==> src/hw/rtl/transposition_table_probe_store_defines.svh <==
// ---------------------------------------------------------------------------
// Transposition table probe/store: assertion macros
// Shared concurrent assertion forms, clocked on clk, disabled in reset.
// ---------------------------------------------------------------------------
`ifndef TRANSPOSITION_TABLE_PROBE_STORE_DEFINES_SVH
`define TRANSPOSITION_TABLE_PROBE_STORE_DEFINES_SVH

// same-cycle implication
`define TTPS_ASSERT_SAME(lbl, ante, cons, msg) \
  lbl: assert property (@(posedge clk) disable iff (!rst_n) (ante) |-> (cons)) \
    else $error(msg);

// next-cycle implication
`define TTPS_ASSERT_NEXT(lbl, ante, cons, msg) \
  lbl: assert property (@(posedge clk) disable iff (!rst_n) (ante) |=> (cons)) \
    else $error(msg);

`endif

==> src/hw/rtl/ttps_pkg.sv <==
// ---------------------------------------------------------------------------
// Transposition table probe/store: package
// Field widths, bound and request codes, and the structs shared by modules.
// ---------------------------------------------------------------------------
package ttps_pkg;

  localparam int KEY_W   = 64;
  localparam int DEPTH_W = 8;
  localparam int SCORE_W = 16;
  localparam int BOUND_W = 2;
  localparam int MOVE_W  = 24;

  localparam logic [BOUND_W-1:0] BOUND_EXACT = 2'd0;
  localparam logic [BOUND_W-1:0] BOUND_UPPER = 2'd1;
  localparam logic [BOUND_W-1:0] BOUND_LOWER = 2'd2;

  localparam logic KIND_PROBE = 1'b0;
  localparam logic KIND_STORE = 1'b1;

  typedef struct packed {
    logic [KEY_W-1:0]          key;
    logic signed [SCORE_W-1:0] score;
    logic [DEPTH_W-1:0]        depth;
    logic [BOUND_W-1:0]        bound;
  } entry_t;

  typedef struct packed {
    logic                      kind;
    logic [KEY_W-1:0]          key;
    logic [DEPTH_W-1:0]        depth;
    logic signed [SCORE_W-1:0] score;
    logic [BOUND_W-1:0]        bound;
    logic [MOVE_W-1:0]         move;
    logic signed [SCORE_W-1:0] alpha;
    logic signed [SCORE_W-1:0] beta;
  } req_t;

  typedef struct packed {
    logic                      key_matched;
    logic                      usable;
    logic signed [SCORE_W-1:0] score;
    logic [MOVE_W-1:0]         move;
  } res_t;

  typedef struct packed {
    logic wr_en;
    logic move_wr_en;
    logic rd_en;
  } mem_ctl_t;

endpackage

==> src/hw/rtl/ttps_bound_eval.sv <==
// ---------------------------------------------------------------------------
// Transposition table probe/store: probe evaluation
// Key compare, depth check and the alpha-beta bound rule on a slot read.
// ---------------------------------------------------------------------------
module ttps_bound_eval (
  input  ttps_pkg::req_t              req,
  input  ttps_pkg::entry_t            entry,
  input  logic [ttps_pkg::MOVE_W-1:0] move,
  output ttps_pkg::res_t              res
);
  import ttps_pkg::*;

  always_comb begin
    res = '0;
    if (req.kind == KIND_PROBE && entry.key == req.key) begin
      res.key_matched = 1'b1;
      res.move        = move;
      if (entry.depth >= req.depth) begin
        case (entry.bound)
          BOUND_EXACT: begin
            res.usable = 1'b1;
            res.score  = entry.score;
          end
          BOUND_UPPER: begin
            if (entry.score <= req.alpha) begin
              res.usable = 1'b1;
              res.score  = req.alpha;
            end
          end
          BOUND_LOWER: begin
            if (entry.score >= req.beta) begin
              res.usable = 1'b1;
              res.score  = req.beta;
            end
          end
          default: ;
        endcase
      end
    end
  end

endmodule

==> config.mk <==
export PLATFORM = sky130hd
export DESIGN_NAME = ttps_bound_eval
export DESIGN_NICKNAME = d
export VERILOG_FILES = /design/src/hw/rtl/transposition_table_probe_store_defines.svh /design/src/hw/rtl/ttps_pkg.sv /design/src/hw/rtl/ttps_bound_eval.sv
export SDC_FILE = /design/constraint.sdc
export NUM_CORES = 1
export LEC_CHECK = 0
export ABC_AREA = 0
export BUFFER_PORTS_ARGS = -buffer_cell sky130_fd_sc_hd__buf_2
export CAP_MARGIN = 20
export CORE_AREA = 4 4 114 116
export DETAILED_ROUTE_END_ITERATION = 8
export DIE_AREA = 0 0 118 120
export GPL_TIMING_DRIVEN = 0
export SYNTH_ARGS = -nofsm -noshare
export SYNTH_HDL_FRONTEND = slang
export SYNTH_SLANG_ARGS = --single-unit
==> constraint.sdc <==
create_clock -name vclk -period 2.8
set_input_delay 0.14 -clock vclk [all_inputs]
set_output_delay 0.14 -clock vclk [all_outputs]
set_load 0.05 [all_outputs]
==> results.ini <==
[run_status]
outcome = finished clean

[setup_path]
worst_setup_path_start_kind = input port
critPathRequiredTime_ns = 2.66
setup.worst_path.start = entry[22]
timing.critical_path.fanout_max = 4
cp_data_arrival_time_ns = 2.55
path_class = in -> out
worstSetupEndpointType = output port

[floorplanning]
fp.coreArea_um2 = 11900
floorplan.die_area_um2 = 14200
i_o_pin_count = 303
placementRows = 40
die-height_um = 120
die-width_um = 118
initial_core_util_pct = 19.3

[grt]
largest_net_degree_at_the_start_of_global_routing = 11
number_of_antenna_violations_at_the_first_check_in_global_routing = 6
global_route.overflow_total = 0
first_pass_grt_wire_length_mm = 17.9
total_track_usage_pct = 15.7
first_global_vias = 3485

[routing]
dr_total_vias = 3331
drt_first_pass_iters = 5
drt_first_iter_violations = 119
remaining_drc_errors = 0
wire_per_inst_um = 16.4
totalWireLength_mm = 12.1
post_drt_via_cell_ratio = 4.50
postRouteAntennaNets = 0

[synth]
synthMostInstantiatedCell = inv_1
synth.cell_area_um2 = 2300
synth_fp_nets = 624
post_synth_num_cell_types = 45
yosys.area.top_type_share_pct = 21.8
synth_top_cell_by_area = ha_1
syn_area_per_cell_um2 = 7.12
yosys-top-cells-count = inv_1, ha_1, and2_1, xnor2_1, xor2_1
synth_warnings = 0
netlist_top_cells_area = ha_1, inv_1, xnor2_1
synth_sequential_area_ratio_pct = 0
syn-instance-count = 323

[timing]
timing.slew.headroom_pct = 55.5
final.period_utilization_pct = 96.2
post-route-min-period_ns = 2.69
fin_ws_ns = 0.105
max_slew.worst_pin.slew_ns = 0.665
final-setup-viol-count = 0
finalMaxSlewViolations = 0
finalHoldWorstSlack_ns = 0.690
final_hold_violating_endpoints = 0
fmax_mhz = 371
setup_tns_ns = 0

[pwr]
p_total_uw = 486
peakVddDrop_uv = 50.1
pwr_density_cell_nw_per_um2 = 122
p_leak_uw = 0.00224

[final_layout]
flops_and_latches = 0
nNetsFinal = 893
area_growth_pct = 72.9
number_of_clock_buffers_in_the_layout = 0
seqCellArea_um2 = 0
layout-drive-gt1-share_pct = 49.3
number_of_filler_instances_in_the_final_layout = 1337
utilization_pct = 33.4

[placed_design]
hpwlAfterDp_mm = 11.2
dp_slack_ns = -0.329
place_congestion = 0.895
port_buffers = 261

[hold_path]
hp-start = move[12]
class_of_the_worst_hold_path = in -> out

[cts]
cts_hold_repair.buffers = 0

[flow_run]
timing.max_cap.violations = 0

[path summary, 6_finish.rpt]
path                   to  slack (ns)  cells past startpoint
hold / removal    res[12]        0.69                      3
setup / recovery  res[30]        0.11                     11
[logic make-up after synthesis]
logic type                 Yosys count  share of synthesized area [%]
adders and majority gates           40                           21.8
AOI/OAI and AO/OA                   66                           22.0
and+or+nand+nor                    102                           26.5
xor gates and xnor gates            48                           18.3
buffers and inverters               67                           11.5
[metal layers]
layer  track usage (%)  vias up  routed length [um]
met3              5.51       12                1140
met2              32.3      152                6850
li1                  -     1699                   -
met4              1.39        6                  99
met1              15.4     1462                3990
met5                 0        -                  53
[report_power, final]
part | internal (uW) | leakage [uW] | total (uW) | switching [uW]
Sequential | 0 | 0 | 0 | 0
Clock | 0.000144 | 0.0000000190 | 0.000144 | 0
Combinational | 261 | 0.00224 | 486 | 226
[placed cells by master, fill, tap and decap left out, drive strengths merged, types with 2 or more instances in the layout]
cell / synthesis / final
nand4: 15 / 15
ha: 40 / 40
clkbuf: 3 / 4
a221oi: 2 / 2
a211oi: 3 / 3
a31oi: 2 / 2
and3: 2 / 2
diode: 0 / 3
nand2b: 7 / 7
nor4: 10 / 10
nand3: 7 / 7
and2: 24 / 24
buf: 3 / 269
inv: 61 / 61
o22ai: 7 / 7
xnor2: 24 / 24
a21oi: 14 / 14
nor2b: 3 / 3
o2111ai: 3 / 3
a21o: 2 / 2
nor2: 21 / 21
xor2: 24 / 24
nand2: 9 / 9
a2111oi: 2 / 2
o21ai: 7 / 7
o211ai: 3 / 3
a222oi: 16 / 16
[worst max-delay path, stage by stage]
cell	delay, ns
buf_2	0.13
ha_1	0.33
nand4_4	0.13
or4_4	0.57
a21o_1	0.20
a31oi_4	0.21
nor3_4	0.08
buf_4	0.15
a222oi_1	0.32
nor2_1	0.08
buf_4	0.20
[area by class of cell]
cell class | instances | area [um2] | area share (%)
multi-input cells | 256 | 2110 | 53.1
diodes | 3 | 7.51 | 0.189
plain buffers | 6 | 38.8 | 0.976
well taps | 147 | 184 | 4.63
repair buffers | 267 | 1400 | 35.3
inverters | 61 | 229 | 5.76
[what timing repair did]
item | 4_1_cts | 5_1_grt
endpoints found under the setup margin | 16 | 16
buffers inserted | 3 | 3
pin swaps | 2 | 10
gates resized for setup | 7 | 28
[stage by stage]
step / instance area (um2) / instances
floorplan: 2300 / 323
global placement: 3790 / 731
detailed placement: 3790 / 731
CTS: 3830 / 734
global route: 3980 / 740
finish: 3980 / 740
Note: power is estimated with default switching activity, not from simulation.
