[src/hw/rtl/transposition_table_probe_store_defines.svh]
// ---------------------------------------------------------------------------
// Transposition table probe/store: assertion macros
// Shared concurrent assertion forms, clocked on clk, disabled in reset.
// ---------------------------------------------------------------------------
`ifndef TRANSPOSITION_TABLE_PROBE_STORE_DEFINES_SVH
`define TRANSPOSITION_TABLE_PROBE_STORE_DEFINES_SVH

// same-cycle implication
`define TTPS_ASSERT_SAME(lbl, ante, cons, msg) \
  lbl: assert property (@(posedge clk) disable iff (!rst_n) (ante) |-> (cons)) \
    else $error(msg);

// next-cycle implication
`define TTPS_ASSERT_NEXT(lbl, ante, cons, msg) \
  lbl: assert property (@(posedge clk) disable iff (!rst_n) (ante) |=> (cons)) \
    else $error(msg);

`endif

[src/hw/rtl/ttps_pkg.sv]
// ---------------------------------------------------------------------------
// Transposition table probe/store: package
// Field widths, bound and request codes, and the structs shared by modules.
// ---------------------------------------------------------------------------
package ttps_pkg;

  localparam int KEY_W   = 64;
  localparam int DEPTH_W = 8;
  localparam int SCORE_W = 16;
  localparam int BOUND_W = 2;
  localparam int MOVE_W  = 24;

  localparam logic [BOUND_W-1:0] BOUND_EXACT = 2'd0;
  localparam logic [BOUND_W-1:0] BOUND_UPPER = 2'd1;
  localparam logic [BOUND_W-1:0] BOUND_LOWER = 2'd2;

  localparam logic KIND_PROBE = 1'b0;
  localparam logic KIND_STORE = 1'b1;

  typedef struct packed {
    logic [KEY_W-1:0]          key;
    logic signed [SCORE_W-1:0] score;
    logic [DEPTH_W-1:0]        depth;
    logic [BOUND_W-1:0]        bound;
  } entry_t;

  typedef struct packed {
    logic                      kind;
    logic [KEY_W-1:0]          key;
    logic [DEPTH_W-1:0]        depth;
    logic signed [SCORE_W-1:0] score;
    logic [BOUND_W-1:0]        bound;
    logic [MOVE_W-1:0]         move;
    logic signed [SCORE_W-1:0] alpha;
    logic signed [SCORE_W-1:0] beta;
  } req_t;

  typedef struct packed {
    logic                      key_matched;
    logic                      usable;
    logic signed [SCORE_W-1:0] score;
    logic [MOVE_W-1:0]         move;
  } res_t;

  typedef struct packed {
    logic wr_en;
    logic move_wr_en;
    logic rd_en;
  } mem_ctl_t;

endpackage

[src/hw/rtl/ttps_slot_index.sv]
// ---------------------------------------------------------------------------
// Transposition table probe/store: slot index unit
// Key modulo table size. Power-of-two sizes register the low bits of the key;
// other sizes reduce the key four bits a cycle by compare and subtract
// against constant multiples of the table size.
// ---------------------------------------------------------------------------
module ttps_slot_index #(
  parameter int ENTRIES = 4096,
  parameter int IDX_W   = 12
) (
  input  logic                      clk,
  input  logic                      rst_n,
  input  logic                      start,
  input  logic [ttps_pkg::KEY_W-1:0] key,
  output logic                      done,
  output logic [IDX_W-1:0]          idx
);
  import ttps_pkg::*;

  generate
    if ((ENTRIES & (ENTRIES - 1)) == 0) begin : g_mask
      logic             done_r;
      logic [IDX_W-1:0] idx_r;

      always_ff @(posedge clk) begin
        if (!rst_n) begin
          done_r <= 1'b0;
        end else begin
          done_r <= start;
        end
      end

      always_ff @(posedge clk) begin
        if (start) begin
          idx_r <= key[IDX_W-1:0];
        end
      end

      assign done = done_r;
      assign idx  = idx_r;
    end else begin : g_serial
      localparam int DIG_W   = 4;
      localparam int STEPS   = KEY_W / DIG_W;
      localparam int CNT_W   = $clog2(STEPS);
      localparam int TRIAL_W = IDX_W + DIG_W;
      localparam logic [CNT_W-1:0] LAST_STEP = CNT_W'(STEPS - 1);

      logic               busy_r, busy_nxt;
      logic               done_r, done_nxt;
      logic [CNT_W-1:0]   cnt_r, cnt_nxt;
      logic [KEY_W-1:0]   key_r, key_nxt;
      logic [IDX_W-1:0]   rem_r, rem_nxt;
      logic [TRIAL_W-1:0] trial;
      logic [TRIAL_W-1:0] sub;

      // shift in one key digit, take off the largest multiple that fits
      always_comb begin
        trial    = {rem_r, key_r[KEY_W-1 -: DIG_W]};
        sub      = '0;
        for (int k = 1; k < (1 << DIG_W); k++) begin
          if (trial >= TRIAL_W'(k * ENTRIES)) begin
            sub = TRIAL_W'(k * ENTRIES);
          end
        end
        busy_nxt = busy_r;
        done_nxt = 1'b0;
        cnt_nxt  = cnt_r;
        key_nxt  = key_r;
        rem_nxt  = rem_r;
        if (start) begin
          busy_nxt = 1'b1;
          cnt_nxt  = '0;
          key_nxt  = key;
          rem_nxt  = '0;
        end else if (busy_r) begin
          key_nxt = {key_r[KEY_W-DIG_W-1:0], {DIG_W{1'b0}}};
          cnt_nxt = cnt_r + 1'b1;
          rem_nxt = IDX_W'(trial - sub);
          if (cnt_r == LAST_STEP) begin
            busy_nxt = 1'b0;
            done_nxt = 1'b1;
          end
        end
      end

      always_ff @(posedge clk) begin
        if (!rst_n) begin
          busy_r <= 1'b0;
          done_r <= 1'b0;
        end else begin
          busy_r <= busy_nxt;
          done_r <= done_nxt;
        end
      end

      always_ff @(posedge clk) begin
        cnt_r <= cnt_nxt;
        key_r <= key_nxt;
        rem_r <= rem_nxt;
      end

      assign done = done_r;
      assign idx  = rem_r;
    end
  endgenerate

endmodule

[config.mk]
export PLATFORM = sky130hd
export DESIGN_NAME = ttps_slot_index
export DESIGN_NICKNAME = d
export VERILOG_FILES = /design/src/hw/rtl/transposition_table_probe_store_defines.svh /design/src/hw/rtl/ttps_pkg.sv /design/src/hw/rtl/ttps_slot_index.sv
export SDC_FILE = /design/constraint.sdc
export NUM_CORES = 1
export LEC_CHECK = 0
export BUFFER_PORTS_ARGS = -buffer_cell sky130_fd_sc_hd__buf_2
export CORE_AREA = 2 2 43 45
export DETAILED_ROUTE_END_ITERATION = 8
export DIE_AREA = 0 0 45 47
export PLACE_DENSITY_LB_ADDON = 0.08
export SYNTH_ARGS = -nofsm -noshare
export SYNTH_HDL_FRONTEND = slang
export SYNTH_SLANG_ARGS = --single-unit
[constraint.sdc]
create_clock -name clk -period 0.8 [get_ports clk]
set_input_delay 0 -clock clk [delete_from_list [all_inputs] [get_ports clk]]
set_output_delay 0 -clock clk [all_outputs]
set_load 0.02 [all_outputs]
==> results.md, run 1 <==
- Total track usage: 0.0870
- Synth Area in XOR/XNOR: 0
- Critical Path RT: 0.80 ns
- Syn Inst Count: 14
- CTS H-tree depth: 1
- Post-Route WL: 849 um
- PortBufs: 27
- CP Max Fanout: 1
- Layout cells sized above 1: 0.517
- Routability cong.: 0.580
- Pwr Total: 1450 uW
- Pre-antenna DRT Iters: 2
- Top cells by count, synth: edfxtp_1, and2_1, dfxtp_1
- Synth Area per Inst: 27.6 um^2
- Largest net degree at the start of global routing: 14
- Critical path's largest stage delay: 0.38 ns
- Top cell type's share of synthesized area: 0.932
- Worst Tran Pin Value: 0.271 ns
- Clock sinks: 13
- Vias in the first global route: 284
- Crit. End Element: primary output
- Row cnt: 15
- Max-cap violations: 0
- Synth Net Count: 81
- Worst hold path class: primary input to flop
- RSZ-0062 raised after global routing: yes
- Reg area: 380 um^2
- Crit path kind: flop to primary output
- Setup TNS: -0.0115 ns
- Most common cell in the synthesized netlist: edfxtp_1
- Ys Warns: 0
- DRC viols: 0
- Final #Nets: 126
- Post-synth EDFFs: 12
- Antenna violations before repair: 0
- Die Y-Extent: 47 um
- Post-route ant nets: 0
- Status: finished with violations
- Post-synthesis simple-gate area fraction: 0.0162
- Startpoint Class: flop
- Num CTS Buffers: 3
- Failing checks: negative setup slack
- Slew Limit Fails: 0
- Via count: 293
- Die width: 45 um
- Compound-Gate Fraction of Synth Area: 0
- I/O pins: 80
- Routed length per instance: 11.3 um
- Synthesized area: 387 um^2
- Core box area: 1650 um^2
- Total Die Area: 2120 um^2
- Area of the multi-input gates: 6.26 um^2
- Root buf cell: clkbuf_4
- PwrDens: 1930 nW/um^2
- Hold_sp: start
- CP cell instances: buf_2
- Max Freq: 1.24 GHz
- Largest area contributor in the netlist: edfxtp_1
- Synth area leaders: edfxtp_1, dfxtp_1, and2_1
- Initial Util: 0.234
- Mux contribution to synthesized area: 0
- Global-route wire length before repair: 1170 um
- Buf+Inv Stages, Crit Path: 1
- Crit path time final: 0.809 ns
- Sequential fraction of the synthesis area: 0.984
- Pleak: 0.000322 uW
- Top FF cell, synth: edfxtp_1
- Synthesized flop and latch total: 13
- Initial DRC count: 5
- Syn-to-layout area delta: 93.9%
- Vias/cell: 3.91
- Clock transition at path regs: 0.07 ns
- Diodes inserted: 0
- Post-synth ARST share: 0
- CTS tree: yes
- Setup-failing EPs final: 2
- Relative slew slack: 0.819
- Final Hold Fails: 0
- Adder-cell share of the synthesized area: 0
- Synth cell types: 3
- Main combinational cell family by area after synthesis: simple AND/OR/NAND/NOR gates
- Final worst slack: -0.00912 ns
- Worst hold stages: 1
- Tcrit/Tclk final: 1.01
- GRT overflow: 0
- Largest delay share family, worst path: flip-flops
- WHS Endpoint: idx[5]
- Clock Path Buffers: 2
- Slowest CP cell: edfxtp_1
- Fillers: 159
- Worst EP arrival: 0.81 ns
- Worst vdd ir: 0.958 mV
[stage by stage]
stage                     std cells  hold slack, ns  cell area, um^2  setup slack [ns]   util
after detailed placement         58           0.178              543             0.199  0.329
after global routing             75           0.131              749           -0.0497  0.454
final                            75           0.124              749          -0.00912  0.454
after floorplan                  14          0.0989              387             0.351      -
after global placement           58           0.177              543             0.217  0.329
after CTS                        75           0.126              706           -0.0339  0.427
[power breakdown]
group          switching (uW)  total, uW  internal, uW
clock                     191        383           193
sequential               19.1        819           799
combinational             110        245           135
[what timing repair did]
action / in CTS / in global routing
resized for setup: 2 / 14
pin swaps: 0 / 0
gates cloned: 0 / 0
endpoints found under the setup margin: 8 / 12
hold buffers: 13 / 0
setup buffers: 0 / 0
endpoints found under the hold margin: 13 / 0
[layout by cell type (no fill, tap or decap)]
master,Yosys,final
clkbuf_1,0,1
dfxtp_1,1,1
edfxtp_1,12,12
buf_2,0,19
buf_6,0,8
and2_1,1,1
clkbuf_4,0,3
dlygate4sd3_1,0,13
[registers in the layout, indices dropped and copies added, names as in the netlist]
| register | flops |
|---|---|
| idx | 12 |
| done | 1 |
[cell type report]
cell class / count / area share
Timing Repair Buffer: 40 / 0.421
Multi-Input combinational cell: 1 / 0.00835
Clock buffer: 4 / 0.0351
Sequential cell: 13 / 0.508
Tap cell: 17 / 0.0284
[cells by family (layout without fill, tap and decap cells)]
| logic type | count (synthesis) | count (layout) |
|---|---|---|
| flops | 13 | 13 |
| simple gates | 1 | 1 |
| buf+inv | 0 | 44 |
[routing by layer]
metal | up-vias | global-route usage | routed length (um) | part of all wire
li1 | 142 | - | - | -
met1 | 130 | 0.0902 | 309 | 0.36
met2 | 19 | 0.137 | 436 | 0.51
met3 | 2 | 0.0385 | 94 | 0.11
met4 | 0 | 0.0706 | 9 | 0.011
met5 | - | 0 | 0 | 0
[how the worst max path moves through the flow]
stage | end | depth (start not counted) | start
finish | idx[6] | 1 | idx[6]
global route | idx[8] | 1 | idx[8]
CTS | idx[6] | 1 | idx[6]
detailed placement | idx[4] | 1 | start
global placement | idx[0] | 1 | start
floorplan | idx[0] | 0 | idx[0]
No activity file was read; power rests on OpenSTA's default activity.
==> run 2, diff against run 1 <==
--- a/config.mk
+++ b/config.mk
@@ -10,6 +10,7 @@
 export DETAILED_ROUTE_END_ITERATION = 8
 export DIE_AREA = 0 0 45 47
 export PLACE_DENSITY_LB_ADDON = 0.08
+export SETUP_SLACK_MARGIN = 0.3
 export SYNTH_ARGS = -nofsm -noshare
 export SYNTH_HDL_FRONTEND = slang
 export SYNTH_SLANG_ARGS = --single-unit
==> run 2 against run 1 <==
Against the previous run:
- the flow finishes with violations (negative hold slack, negative setup slack)
- maximum frequency shrank 0.25%
- critical path type unchanged
- combinational power shrank 17%
- hold slack lost 0.22 ns
- sequential cell count is the same
==> results.md, run 2 (same netlist as run 1, synthesis figures left out) <==
- CTS H-tree depth: 1 (unchanged)
- Worst vdd ir: 0.949 mV (was 0.958 mV)
- PwrDens: 2220 nW/um^2 (was 1930 nW/um^2)
- Worst Tran Pin Value: 0.273 ns (was 0.271 ns)
- Worst hold slack: -0.0955 ns (was 0.124 ns)
- Core box area: 1650 um^2 (unchanged)
- DRC viols: 0 (unchanged)
- Commonest cells after routing, fill and taps aside: buf_2, edfxtp_1, buf_6, clkbuf_4 (was buf_2, dlygate4sd3_1, edfxtp_1, buf_6, clkbuf_4)
- Total track usage: 0.0756 (was 0.0870)
- GRT overflow: 0 (unchanged)
- Num CTS Buffers: 3 (unchanged)
- I/O pins: 80 (unchanged)
- Area of the multi-input gates: 6.26 um^2 (unchanged)
- Crit path depth: 1 (unchanged)
- Syn-to-layout area delta: 63.8% (was 93.9%)
- Startpoint Class: flop (unchanged)
- Root buf cell: clkbuf_4 (unchanged)
- Crit. Startpoint: idx[6] (unchanged)
- Buf+Inv Stages, Crit Path: 1 (unchanged)
- Clock Path Buffers: 2 (unchanged)
- Max Freq: 1.23 GHz (was 1.24 GHz)
- Crit path kind: flop to primary output (unchanged)
- CP endpoint: idx[6] (unchanged)
- Largest net degree at the start of global routing: 14 (unchanged)
- Via count: 256 (was 293)
- CTS tree: yes (unchanged)
- Max-cap violations: 0 (unchanged)
- Clock transition at path regs: 0.07 ns (about the same)
- CP cell instances: buf_2 (unchanged)
- Post-Route WL: 762 um (was 849 um)
- Fillers: 166 (was 159)
- Reg area: 382 um^2 (was 380 um^2)
- Status: finished with violations (unchanged)
- RSZ-0062 raised after global routing: yes (unchanged)
- Initial DRC count: 5 (unchanged)
- Failing checks: negative hold slack, negative setup slack (was negative setup slack)
- Tcrit/Tclk final: 1.01 (about the same)
- Clock sinks: 13 (unchanged)
- Routed length per instance: 12.3 um (was 11.3 um)
- Critical path's largest stage delay: 0.38 ns (about the same)
- Max FFs per register: 12 (unchanged)
- PortBufs: 27 (unchanged)
- Pwr Total: 1410 uW (was 1450 uW)
- Relative slew slack: 0.818 (was 0.819)
- Worst EP arrival: 0.81 ns (about the same)
- Vias/cell: 4.13 (was 3.91)
- Die width: 45 um (unchanged)
- Final worst slack: -0.0112 ns (was -0.00912 ns)
- Pre-antenna DRT Iters: 2 (unchanged)
- Final Hold Fails: 13 (was 0)
- Setup-failing EPs final: 2 (unchanged)
- Commonest non-fill, non-tap cell in the layout: buf_2 (unchanged)
- Row cnt: 15 (unchanged)
- Pre-CTS setup slack: 0.199 ns (unchanged)
- Routability cong.: 0.580 (unchanged)
- Die Y-Extent: 47 um (unchanged)
- Diodes inserted: 0 (unchanged)
- Layout cells sized above 1: 0.689 (was 0.517)
- Critical Path RT: 0.80 ns (about the same)
- Final #Nets: 113 (was 126)
- Total Die Area: 2120 um^2 (unchanged)
- Vias in the first global route: 224 (was 284)
- Slowest CP cell: edfxtp_1 (unchanged)
- Largest delay share family, worst path: flip-flops (unchanged)
- Post-route ant nets: 0 (unchanged)
- Pleak: 0.000271 uW (was 0.000322 uW)
- CP Max Fanout: 1 (unchanged)
- Global-route wire length before repair: 986 um (was 1170 um)
- Worst hold path class: primary input to flop (unchanged)
- Antenna violations before repair: 0 (unchanged)
- Crit. End Element: primary output (unchanged)
- Crit path time final: 0.811 ns (was 0.809 ns)
- Slew Limit Fails: 0 (unchanged)
- Initial Util: 0.234 (unchanged)
run 2: stage by stage:
stage	setup TNS, ns	cells	cell area, um^2	utilization
3_3_place_gp	0	58	543	0.329
4_1_cts	-0.110	62	589	0.357
6_report	-0.0134	62	633	0.383
3_5_place_dp	0	58	543	0.329
5_1_grt	-0.375	62	633	0.383
2_1_floorplan	0	14	387	-
run 2: final cells by class:
cell class,instances,area share
tap,17,0.0336
clock buffer,4,0.0415
timing repair buffer,27,0.312
sequential,13,0.603
multi-input combinational,1,0.00988
run 2: metal layers:
layer | wire (um) | GRT usage | up-vias | part of all wire
met4 | 9 | 0.0706 | 0 | 0.012
met2 | 387 | 0.103 | 19 | 0.51
met1 | 270 | 0.0854 | 118 | 0.35
li1 | - | - | 117 | -
met5 | 0 | 0 | - | 0
met3 | 95 | 0.0385 | 2 | 0.12
run 2: report_power, final:
| part | switching, uW | internal, uW | leakage [uW] |
|---|---|---|---|
| sequential | 20.7 | 800 | 0.000126 |
| clock | 191 | 193 | 0.0000150 |
| combinational | 102 | 102 | 0.000130 |
run 2: worst min path at each step:
| stage | startpoint | to | slack (ns) | cells after the start |
|---|---|---|---|---|
| floorplan | key[0] | idx[0] | 0.1 | 0 |
| global placement | key[10] | idx[10] | 0.18 | 1 |
| detailed placement | key[9] | idx[9] | 0.18 | 1 |
| CTS | key[9] | idx[9] | -0.10 | 1 |
| global route | key[5] | idx[5] | -0.10 | 1 |
| finish | key[9] | idx[9] | -0.1 | 1 |
run 2: what timing repair did:
| action | CTS | global route |
|---|---|---|
| pin swaps | 0 | 0 |
| setup buffers | 0 | 0 |
| hold endpoints to repair | 13 | 13 |
| gates resized for setup | 7 | 14 |
| endpoints found under the setup margin | 13 | 13 |
==> run 3, diff against run 2 <==
--- a/config.mk
+++ b/config.mk
@@ -9,6 +9,7 @@
 export CORE_AREA = 2 2 43 45
 export DETAILED_ROUTE_END_ITERATION = 8
 export DIE_AREA = 0 0 45 47
+export GPL_ROUTABILITY_DRIVEN = 1
 export PLACE_DENSITY_LB_ADDON = 0.08
 export SETUP_SLACK_MARGIN = 0.3
 export SYNTH_ARGS = -nofsm -noshare
==> constraint.sdc (replaced) <==
create_clock -name clk -period 1 [get_ports clk]
set_input_delay 0 -clock clk [delete_from_list [all_inputs] [get_ports clk]]
set_output_delay 0 -clock clk [all_outputs]
set_load 0.02 [all_outputs]
==> run 3 against run 2 <==
Against the previous run:
- the run now ends clean
- clock-buffer cell count unchanged
- non-clock buffer count increased by 13
- final cell count increased by 21%
- first-iteration DRC count unchanged
- sequential share of layout area decreased by 9.9 points
- sequential power decreased by 20%
- sequential cell count unchanged
- critical endpoint unchanged
==> results.md, run 3 (same netlist as run 1, synthesis figures left out) <==
- Status: complete, no violations (was finished with violations)
- Row cnt: 15 (unchanged)
- Vias/cell: 3.91 (was 4.13)
- Vias in the first global route: 288 (was 224)
- Power share of the clock group: 0.264 (was 0.272)
- Initial Util: 0.234 (unchanged)
- Crit path kind: flop to primary output (unchanged)
- Commonest cells after routing, fill and taps aside: buf_2, dlygate4sd3_1, edfxtp_1, buf_6, clkbuf_4 (was buf_2, edfxtp_1, buf_6, clkbuf_4)
- Antenna violations before repair: 0 (unchanged)
- Max-cap violations: 0 (unchanged)
- Tcrit/Tclk final: 0.809
- Internal: 905 uW (was 1090 uW)
- Post-route ant nets: 0 (unchanged)
- Routed length per instance: 11.3 um (was 12.3 um)
- Layout cells sized above 1: 0.534 (was 0.689)
- Reg area: 382 um^2 (unchanged)
- DR top layer: met4 (unchanged)
- GRT overflow: 0 (unchanged)
- Area of the multi-input gates: 6.26 um^2 (unchanged)
- DR WL met3: 94 um (was 95 um)
- Final #Nets: 126 (was 113)
- Diodes inserted: 0 (unchanged)
- Via count: 293 (was 256)
- Core box area: 1650 um^2 (unchanged)
- Post-Route WL: 851 um (was 762 um)
- Pre-antenna DRT Iters: 2 (unchanged)
- Worst hold stages: 1 (unchanged)
- Final Hold Fails: 0 (was 13)
- Worst vdd ir: 0.766 mV (was 0.949 mV)
- Die width: 45 um (unchanged)
- Setup TNS: 0 ns (was -0.0134 ns)
- CTS H-tree depth: 1 (unchanged)
- Critical path's largest stage delay: 0.38 ns (about the same)
- Max Freq: 1.24 GHz
- Commonest non-fill, non-tap cell in the layout: buf_2 (unchanged)
- Switching Share: 0.221 (was 0.223)
- Sequential power share: 0.565 (was 0.583)
- Num CTS Buffers: 3 (unchanged)
- Global-route wire length before repair: 1180 um (was 986 um)
- WHS Endpoint: idx[5] (was idx[9])
- Die Y-Extent: 47 um (unchanged)
- Largest delay share family, worst path: flip-flops (unchanged)
- Worst EP arrival: 0.81 ns (about the same)
- Largest net degree at the start of global routing: 14 (unchanged)
- PwrDens: 1530 nW/um^2 (was 2220 nW/um^2)
- Clock Path Buffers: 2 (unchanged)
- Post-CTS setup buffer count: 0 (unchanged)
- Worst Tran Pin Value: 0.271 ns (was 0.273 ns)
- Combinational Power Share: 0.171 (was 0.145)
- CTS tree: yes (unchanged)
- Pleak: 0.000323 uW (was 0.000271 uW)
- Root buf cell: clkbuf_4 (unchanged)
- Post-layout instance area: 757 um^2 (was 633 um^2)
- Psw: 256 uW (was 313 uW)
- Slew Limit Fails: 0 (unchanged)
- Clock transition at path regs: 0.07 ns (about the same)
- Total track usage: 0.0878 (was 0.0756)
- I/O pins: 80 (unchanged)
- Setup-failing EPs final: 0 (was 2)
- Buf+Inv Stages, Crit Path: 1 (unchanged)
- Slowest CP cell: edfxtp_1 (unchanged)
- Routability cong.: 0.580 (unchanged)
- Initial DRC count: 5 (unchanged)
- DRC viols: 0 (unchanged)
- Syn-to-layout area delta: 95.8% (was 63.8%)
- Worst hold path class: primary input to flop (unchanged)
- Fillers: 158 (was 166)
- CP Max Fanout: 1 (unchanged)
- Max FFs per register: 12 (unchanged)
- Startpoint Class: flop (unchanged)
- Critical Path RT: 1.00 ns (was 0.80 ns)
- Crit. End Element: primary output (unchanged)
- Hold_sp: start (was key[9])
- Relative slew slack: 0.819 (was 0.818)
- Placed Area: 543 um^2 (unchanged)
- CP cell instances: buf_2 (unchanged)
- PortBufs: 27 (unchanged)
- M1 wire length: 310 um (was 270 um)
- Clock sinks: 13 (unchanged)
- Total Die Area: 2120 um^2 (unchanged)
- RSZ-0062 raised after global routing: yes (unchanged)
- Met2 wire len: 437 um (was 387 um)
- Crit path time final: 0.809 ns
-- run 3: changes by cell type in the layout (fill, tap and decap cells not counted) --
cell	delta
dlygate4sd3_1	+13
buf_6	-1
buf_2	+1
-- run 3: layout make-up --
class                   count  share of cell area
flip-flops and latches     13               0.504
multi-input cells           1             0.00826
well taps                  17              0.0281
clock buffers               4              0.0347
repair buffers             40               0.425
-- run 3: metal layers --
metal,global-route usage,up-vias
li1,-,142
met5,0,-
met2,0.137,19
met4,0.0706,0
met3,0.0385,2
met1,0.0927,130
-- run 3: through the flow --
step	worst slack (ns)	cells	utilization	hold slack (ns)	total power [uW]
6_report	0.191	75	0.458	0.124	1160
5_1_grt	0.150	75	0.458	0.131	1220
4_1_cts	0.166	75	0.432	0.126	1150
3_5_place_dp	0.399	58	0.329	0.178	793
3_3_place_gp	0.417	58	0.329	0.177	786
2_1_floorplan	0.551	14	-	0.0989	719
-- run 3: power by group through the flow --
stage,clock network [uW],registers (uW),logic [uW]
2_1_floorplan,0,718,1.28
3_3_place_gp,0,658,128
3_5_place_dp,0,662,132
4_1_cts,323,651,176
5_1_grt,348,660,211
6_report,307,656,198
-- run 3: how the worst max path moves through the flow --
| stage | from | to | slack [ns] | cells past startpoint |
|---|---|---|---|---|
| floorplan | idx[0] | idx[0] | 0.55 | 0 |
| finish | idx[6] | idx[6] | 0.19 | 1 |
| global route | idx[8] | idx[8] | 0.15 | 1 |
| CTS | idx[6] | idx[6] | 0.17 | 1 |
| global placement | start | idx[0] | 0.42 | 1 |
| detailed placement | start | idx[4] | 0.40 | 1 |
-- run 3: timing repair --
action	4_1_cts	5_1_grt
cloned	0	0
resized for setup	5	14
hold buffers	13	0
endpoints found under the setup margin	13	13
hold endpoints to repair	13	0
